File: config.mk
export PLATFORM = sky130hd
export DESIGN_NAME = alpha_weighted_box_downsample
export DESIGN_NICKNAME = d
export VERILOG_FILES = /design/src/sv/awbd_pkg.sv /design/src/sv/alpha_weighted_box_downsample.sv /design/src/sv/awbd_front.sv /design/src/sv/awbd_div_cell.sv
export VERILOG_INCLUDE_DIRS = /design/src /design/src/sv
export SDC_FILE = /design/constraint.sdc
export NUM_CORES = 2
export LEC_CHECK = 0
export ABC_AREA = 1
export BUFFER_PORTS_ARGS = -buffer_cell sky130_fd_sc_hd__buf_2
export CAP_MARGIN = 0
export CORE_MARGIN = 3
export CORE_UTILIZATION = 55
export CTS_CLUSTER_SIZE = 28
export DETAILED_ROUTE_END_ITERATION = 10
export PLACE_DENSITY = 0.7
export SETUP_SLACK_MARGIN = 0.1
export SLEW_MARGIN = 20
export SYNTH_ARGS = -nofsm -noshare
export SYNTH_HDL_FRONTEND = slang
export SYNTH_HIERARCHICAL = 1
export SYNTH_SLANG_ARGS = --single-unit
File: constraint.sdc
create_clock -name clk -period 7.1 [get_ports clk]
set_input_delay 1.065 -clock clk [delete_from_list [all_inputs] [get_ports clk]]
set_output_delay 1.065 -clock clk [all_outputs]
set_load 0.03 [all_outputs]
File: src/sv/assert_macros.svh
// ----------------------------------------------------------------------------
// assert_macros.svh
// Shared assertion macros. Each macro samples on clk and is disabled while
// rst_n is low.
// ----------------------------------------------------------------------------
`ifndef ASSERT_MACROS_SVH
`define ASSERT_MACROS_SVH

// Same-cycle implication: when ante holds, cons must hold in that cycle
`define AWBD_ASSERT_SAME(label, ante, cons, msg) \
    label: assert property (@(posedge clk) disable iff (!rst_n) (ante) |-> (cons)) \
        else $error(msg);

// Next-cycle implication: when ante holds, cons must hold in the following cycle
`define AWBD_ASSERT_NEXT(label, ante, cons, msg) \
    label: assert property (@(posedge clk) disable iff (!rst_n) (ante) |=> (cons)) \
        else $error(msg);

`endif

File: src/sv/awbd_pkg.sv
// ----------------------------------------------------------------------------
// awbd_pkg
// Widths and the per-cell transaction record of the alpha-weighted box
// downsampler.
// ----------------------------------------------------------------------------
package awbd_pkg;

    localparam int TEXEL_W = 32;              // packed source texel
    localparam int BYTE_W  = 8;               // one channel or alpha
    localparam int TEX_N   = 4;               // texels in a 2x2 footprint
    localparam int CH_N    = 3;               // color channels
    localparam int ASUM_W  = 10;              // sum of four alphas, max 1020
    localparam int WSUM_W  = 18;              // sum of four c*a, max 260100
    localparam int QUO_W   = 8;               // quotient bits, one per cell
    localparam int ALPHA_SH = 2;              // out alpha = asum / 4

    // Record handed from cell to cell
    typedef struct packed {
        logic [ASUM_W-1:0]                asum;  // divisor
        logic [CH_N-1:0][WSUM_W-1:0]      rem;   // partial remainders
        logic [CH_N-1:0][QUO_W-1:0]       quo;   // quotient bits so far
    } cell_data_t;

endpackage

File: src/sv/alpha_weighted_box_downsample.sv
// ----------------------------------------------------------------------------
// alpha_weighted_box_downsample
// 2x2 box filter with alpha-weighted color: each color channel is
// sum(c*a)/sum(a) truncated (zero when all alphas are zero), alpha is
// floor(sum(a)/4).
// Usage:
//   Input channel: in_valid / in_stall with the four packed texels of one
//   footprint (alpha in bits 31:24). A transaction is taken at a clock edge
//   with in_valid high and in_stall low.
//   Output channel: out_valid / out_stall with one texel per input
//   transaction, in order.
//   Path: from input transaction to out_valid through one sum stage,
//   eight divider cells and one output register.
//   Throughput: one transaction per cycle while out_stall is low; every stage
//   is a pipeline register and each divider cell resolves one quotient bit.
//   Stall: a stalled output holds its payload; transactions collapse into
//   empty stages behind it, and in_stall rises only when all ten stages hold
//   a transaction and the output is stalled.
//   Reset: all stages are emptied; nothing in flight survives.
// ----------------------------------------------------------------------------
`include "assert_macros.svh"

module alpha_weighted_box_downsample
(
    input  logic        clk,
    input  logic        rst_n,
    input  logic        in_valid,
    output logic        in_stall,
    input  logic [31:0] texel_top_left,
    input  logic [31:0] texel_top_right,
    input  logic [31:0] texel_bottom_left,
    input  logic [31:0] texel_bottom_right,
    output logic        out_valid,
    input  logic        out_stall,
    output logic [7:0]  out_channel0,
    output logic [7:0]  out_channel1,
    output logic [7:0]  out_channel2,
    output logic [7:0]  out_alpha
);

    localparam int QW    = awbd_pkg::QUO_W;
    localparam int BW    = awbd_pkg::BYTE_W;
    localparam int AW    = awbd_pkg::ASUM_W;
    localparam int WW    = awbd_pkg::WSUM_W;

    // Chain links: link 0 leaves the sum stage, link QW leaves the last cell
    awbd_pkg::cell_data_t link_data [0:QW];
    logic                 link_vld  [0:QW];
    logic                 link_rdy  [0:QW];

    logic                 front_rdy;
    logic                 out_vld_reg;
    logic                 out_vld_next;
    logic [BW-1:0]        ch0_reg;
    logic [BW-1:0]        ch1_reg;
    logic [BW-1:0]        ch2_reg;
    logic [BW-1:0]        alpha_reg;
    logic                 out_load;
    logic                 asum_zero;
    logic                 chain_full;
    logic                 quo_fits;
    logic                 rem_done;
    logic                 out_hold;
    logic [4*BW:0]        out_word;

    // Sum stage
    awbd_front u_front
    (
        .clk      (clk),
        .rst_n    (rst_n),
        .up_valid (in_valid),
        .tex_tl   (texel_top_left),
        .tex_tr   (texel_top_right),
        .tex_bl   (texel_bottom_left),
        .tex_br   (texel_bottom_right),
        .up_ready (front_rdy),
        .dn_valid (link_vld[0]),
        .dn_data  (link_data[0]),
        .dn_ready (link_rdy[0])
    );

    assign in_stall = !front_rdy;

    // Divider chain, most significant quotient bit first
    for (genvar k = 0; k < QW; k++)
    begin : g_cell
        awbd_div_cell
        #(
            .BIT_POS (QW - 1 - k)
        )
        u_cell
        (
            .clk      (clk),
            .rst_n    (rst_n),
            .up_valid (link_vld[k]),
            .up_data  (link_data[k]),
            .up_ready (link_rdy[k]),
            .dn_valid (link_vld[k+1]),
            .dn_data  (link_data[k+1]),
            .dn_ready (link_rdy[k+1])
        );
    end

    // Output register
    assign link_rdy[QW]  = !out_vld_reg || !out_stall;
    assign out_load      = link_rdy[QW] && link_vld[QW];
    assign out_vld_next  = link_rdy[QW] ? link_vld[QW] : out_vld_reg;
    assign asum_zero     = (link_data[QW].asum == '0);

    always_ff @(posedge clk or negedge rst_n)
    begin
        if (!rst_n)
        begin
            out_vld_reg <= 1'b0;
        end
        else
        begin
            out_vld_reg <= out_vld_next;
        end
    end

    // Zero alpha sum forces zero color (the chain yields all ones there)
    always_ff @(posedge clk)
    begin
        if (out_load)
        begin
            ch0_reg   <= asum_zero ? '0 : link_data[QW].quo[0];
            ch1_reg   <= asum_zero ? '0 : link_data[QW].quo[1];
            ch2_reg   <= asum_zero ? '0 : link_data[QW].quo[2];
            alpha_reg <= link_data[QW].asum[AW-1 -: BW];
        end
    end

    assign out_valid    = out_vld_reg;
    assign out_channel0 = ch0_reg;
    assign out_channel1 = ch1_reg;
    assign out_channel2 = ch2_reg;
    assign out_alpha    = alpha_reg;

    // Checker terms: full chain, quotient range at entry, remainder at exit
    assign chain_full = out_valid && out_stall && link_vld[0] && link_vld[QW];
    assign out_hold   = out_valid && out_stall;
    assign out_word   = {out_valid, out_channel0, out_channel1, out_channel2, out_alpha};

    always_comb
    begin
        quo_fits = 1'b1;
        rem_done = 1'b1;
        for (int c = 0; c < awbd_pkg::CH_N; c++)
        begin
            if (link_data[0].rem[c] >= (WW'(link_data[0].asum) << QW))
                quo_fits = 1'b0;
            if (link_data[QW].rem[c] >= WW'(link_data[QW].asum))
                rem_done = 1'b0;
        end
        // zero alpha sum: no division takes place
        if (link_data[0].asum == '0)
            quo_fits = 1'b1;
        if (asum_zero)
            rem_done = 1'b1;
    end

    // Assertions
    `AWBD_ASSERT_SAME(a_stall_only_when_full, in_stall, chain_full, "input stalled with room")
    `AWBD_ASSERT_SAME(a_quotient_fits, link_vld[0], quo_fits, "weighted sum out of range")
    `AWBD_ASSERT_SAME(a_remainder_done, link_vld[QW], rem_done, "remainder not below divisor")
    `AWBD_ASSERT_NEXT(a_held_output_kept, out_hold, $stable(out_word), "stalled output changed")

endmodule

File: src/sv/awbd_front.sv
// ----------------------------------------------------------------------------
// awbd_front
// Unpacks the four texels, forms the alpha sum and the alpha-weighted color
// sums, and registers them as the first transaction of the divider chain.
// ----------------------------------------------------------------------------
module awbd_front
(
    input  logic                          clk,
    input  logic                          rst_n,
    input  logic                          up_valid,
    input  logic [awbd_pkg::TEXEL_W-1:0]  tex_tl,
    input  logic [awbd_pkg::TEXEL_W-1:0]  tex_tr,
    input  logic [awbd_pkg::TEXEL_W-1:0]  tex_bl,
    input  logic [awbd_pkg::TEXEL_W-1:0]  tex_br,
    output logic                          up_ready,
    output logic                          dn_valid,
    output awbd_pkg::cell_data_t          dn_data,
    input  logic                          dn_ready
);

    localparam int BW = awbd_pkg::BYTE_W;
    localparam int AW = awbd_pkg::ASUM_W;
    localparam int WW = awbd_pkg::WSUM_W;

    logic [awbd_pkg::TEX_N-1:0][awbd_pkg::TEXEL_W-1:0] tex;
    logic                 vld_reg;
    logic                 vld_next;
    awbd_pkg::cell_data_t data_reg;
    awbd_pkg::cell_data_t data_next;

    assign tex = {tex_br, tex_bl, tex_tr, tex_tl};

    // Products and sums; the quotient bits start clear
    always_comb
    begin
        logic [BW-1:0]   alpha;
        logic [BW-1:0]   chan;
        logic [2*BW-1:0] prod;
        data_next = '0;
        for (int t = 0; t < awbd_pkg::TEX_N; t++)
        begin
            alpha = tex[t][4*BW-1 -: BW];
            data_next.asum = data_next.asum + AW'(alpha);
            for (int c = 0; c < awbd_pkg::CH_N; c++)
            begin
                chan = tex[t][c*BW +: BW];
                prod = chan * alpha;
                data_next.rem[c] = data_next.rem[c] + WW'(prod);
            end
        end
    end

    // Stage handshake: load when empty or when the next cell takes ours
    assign up_ready = !vld_reg || dn_ready;
    assign vld_next = up_ready ? up_valid : vld_reg;

    always_ff @(posedge clk or negedge rst_n)
    begin
        if (!rst_n)
        begin
            vld_reg <= 1'b0;
        end
        else
        begin
            vld_reg <= vld_next;
        end
    end

    always_ff @(posedge clk)
    begin
        if (up_ready && up_valid)
        begin
            data_reg <= data_next;
        end
    end

    assign dn_valid = vld_reg;
    assign dn_data  = data_reg;

endmodule

File: src/sv/awbd_div_cell.sv
// ----------------------------------------------------------------------------
// awbd_div_cell
// One cell of the restoring divider chain: resolves quotient bit BIT_POS for
// all three channels and hands the transaction to the next cell.
// ----------------------------------------------------------------------------
module awbd_div_cell
#(
    parameter int BIT_POS = 0
)
(
    input  logic                 clk,
    input  logic                 rst_n,
    input  logic                 up_valid,
    input  awbd_pkg::cell_data_t up_data,
    output logic                 up_ready,
    output logic                 dn_valid,
    output awbd_pkg::cell_data_t dn_data,
    input  logic                 dn_ready
);

    localparam int WW = awbd_pkg::WSUM_W;

    logic                 vld_reg;
    logic                 vld_next;
    awbd_pkg::cell_data_t data_reg;
    awbd_pkg::cell_data_t data_next;
    logic [WW-1:0]        div_shifted;

    // Divisor aligned to this cell's quotient bit
    assign div_shifted = WW'(up_data.asum) << BIT_POS;

    // Trial subtract per channel
    always_comb
    begin
        data_next = up_data;
        for (int c = 0; c < awbd_pkg::CH_N; c++)
        begin
            if (up_data.rem[c] >= div_shifted)
            begin
                data_next.rem[c]          = up_data.rem[c] - div_shifted;
                data_next.quo[c][BIT_POS] = 1'b1;
            end
        end
    end

    // Stage handshake
    assign up_ready = !vld_reg || dn_ready;
    assign vld_next = up_ready ? up_valid : vld_reg;

    always_ff @(posedge clk or negedge rst_n)
    begin
        if (!rst_n)
        begin
            vld_reg <= 1'b0;
        end
        else
        begin
            vld_reg <= vld_next;
        end
    end

    always_ff @(posedge clk)
    begin
        if (up_ready && up_valid)
        begin
            data_reg <= data_next;
        end
    end

    assign dn_valid = vld_reg;
    assign dn_data  = data_reg;

endmodule

==> reports/qor.yml <==
drv_cap: 0
drt_iter0_markers: 3469
syn-instance-count: 9157
grt_pass1_vias: 57500
syn-cell-area_um2: 74800
rsz0062_at_grt: "false"
overflow: 0
pin_count: 166
tritoncts: "built"
start_util_pct: 55.7
syn_avg_cell_area_um2: 8.17
wire_per_inst_um: 16.4
post_cts_resized: 0
ys_warn_count: 6
dieArea_um2: 140000
track_usage_pct: 26.3
globalplace.congestion: 0.947
hold_viol: 0
areaGrowthSynthToFinish_pct: 7.29
fill_cells: 11900
dpl.hpwl_mm: 153
ant_nets: 0
period_share_pct: 90.7
cp_slowest_cell: "fa_1"
grt_start_max_net_pins: 77
slew_violations: 0
r2r_start: "out_valid"
fin_crit_ps: 6440
holdCritPathClass: "primary input to asynchronous set/reset pin"
cts_setup_buffers: 0
final_nets: 10800
die_x_um: 375
outcome: "finished clean"
fmax_mhz: 155
coreArea_um2: 134000
rows: 134
die_h_um: 375
postCtsHoldBufs: 0
grt_pass1_wl_mm: 294
drtPass1Iterations: 5
cp.required_ps: 7500
vias: 55800
rr_worst_depth: 19
cp.arrival_ps: 6840
drc_errors: 0
worstMarginPinSlew_ps: 986
wl_mm: 182
setup_viol_count_final: 0
cp_max_fo: 15
fin_skew_ps: 28.3
max_slew_margin_pct: 34.3
ctsHtreeMaxLevel: 3
layout-drive-gt1-share_pct: 7.30
regArea_um2: 22700
end_kind: "flop"
multi_input_area_um2: 42100
viasPerCell: 5.02
cts_buffers: 77
portBuffers: 165
crit_path_frequent_cell: "fa_1"
cp-start-kind: "primary input"
cts_buffer_depth: 3
antenna_found_initial: 9
crit_type: "primary input to flop"
clk_pin_slew_ps: 60
startpoint: "texel_top_left[26]"
path_cells: "buf_2, buf_4, nand2_1, fa_1, inv_1, fa_1, inv_1, fa_1, inv_1, ha_1, inv_1, fa_1, inv_1, fa_1, inv_1, fa_1, fa_1, fa_1, inv_1, nand2_1, nand3_2, nand2_1, nand3_1, nand2_1"
setup-tns-final_ps: 0
root_buffer: "clkbuf_16"
clk_latency_ps: 650
cpPeakStageDelay_ps: 540
clock_sinks: 756
state kept, by name (all words and copies together), names as in the netlist:
name / cells
g_cell.u_cell/dn_data: 650
u_front/dn_data: 64
g_cell.u_cell/dn_valid: 8
out_alpha: 8
out_channel0: 8
out_channel1: 8
out_channel2: 8
out_valid: 1
u_front/dn_valid: 1
path summary, 6_finish.rpt:
path,to,slack (ps)
min reg2reg,g_cell[3].u_cell/dn_data[10],410
max,u_front/dn_data[59],660
max reg2reg,g_cell[0].u_cell/dn_data[18],3570
min in group clk,g_cell[3].u_cell/dn_data[10],410
min,g_cell[0].u_cell/dn_valid,320
max in group asynchronous,u_front/dn_valid,6510
metal layers:
layer	wire [um]	share of wire (%)	vias to the layer above	GRT usage (%)
li1	-	-	27600	-
met1	68300	37	26300	29.6
met2	94000	52	1461	48.6
met3	7880	4.3	451	2.63
met4	12000	6.6	0	15.1
met5	0	0	-	0
cells in the final DEF (no fill, tap or decap), drive strengths merged, types with 13 or more instances in the layout:
master	count
ha	636
nand4	137
edfxtp	746
nand2	2972
nor3	41
xnor2	39
conb	24
clkinv	35
and2	13
clkbuf	92
nand3	405
a21oi	162
inv	2378
xor2	94
buf	260
or2	41
o21ai	27
nand3b	22
fa	712
nor2	460
cell type report:
class	instances	area share (%)
Multi-Input combinational cell	5812	52.5
Sequential cell	756	28.2
Inverter	2374	11.1
Tap cell	1768	2.76
Clock buffer	92	2.51
Timing Repair Buffer	260	2.19
Clock inverter	49	0.677
Antenna cell	9	0.0281
worst max-delay path: cells and delay by family:
family / cells / cell delay [ps]
adders and majority gates: 9 / 4220
buffers and inverters: 9 / 1040
and+or+nand+nor: 6 / 500
stage by stage:
step / instance area (um^2) / hold WS (ps) / utilization, % / instances / setup WS [ps]
floorplan: 74900 / 400 / - / 9180 / 362
global placement: 77600 / 400 / 57.8 / 11000 / 86.1
detailed placement: 77600 / 405 / 57.8 / 11000 / 35.1
CTS: 80200 / 289 / 59.7 / 11100 / 739
global route: 80200 / 311 / 59.7 / 11100 / 400
finish: 80200 / 318 / 59.7 / 11100 / 662
Power is left out: the tool's default activity adds up to more than one toggle a clock period on the data nets, which glitch-free logic cannot reach.
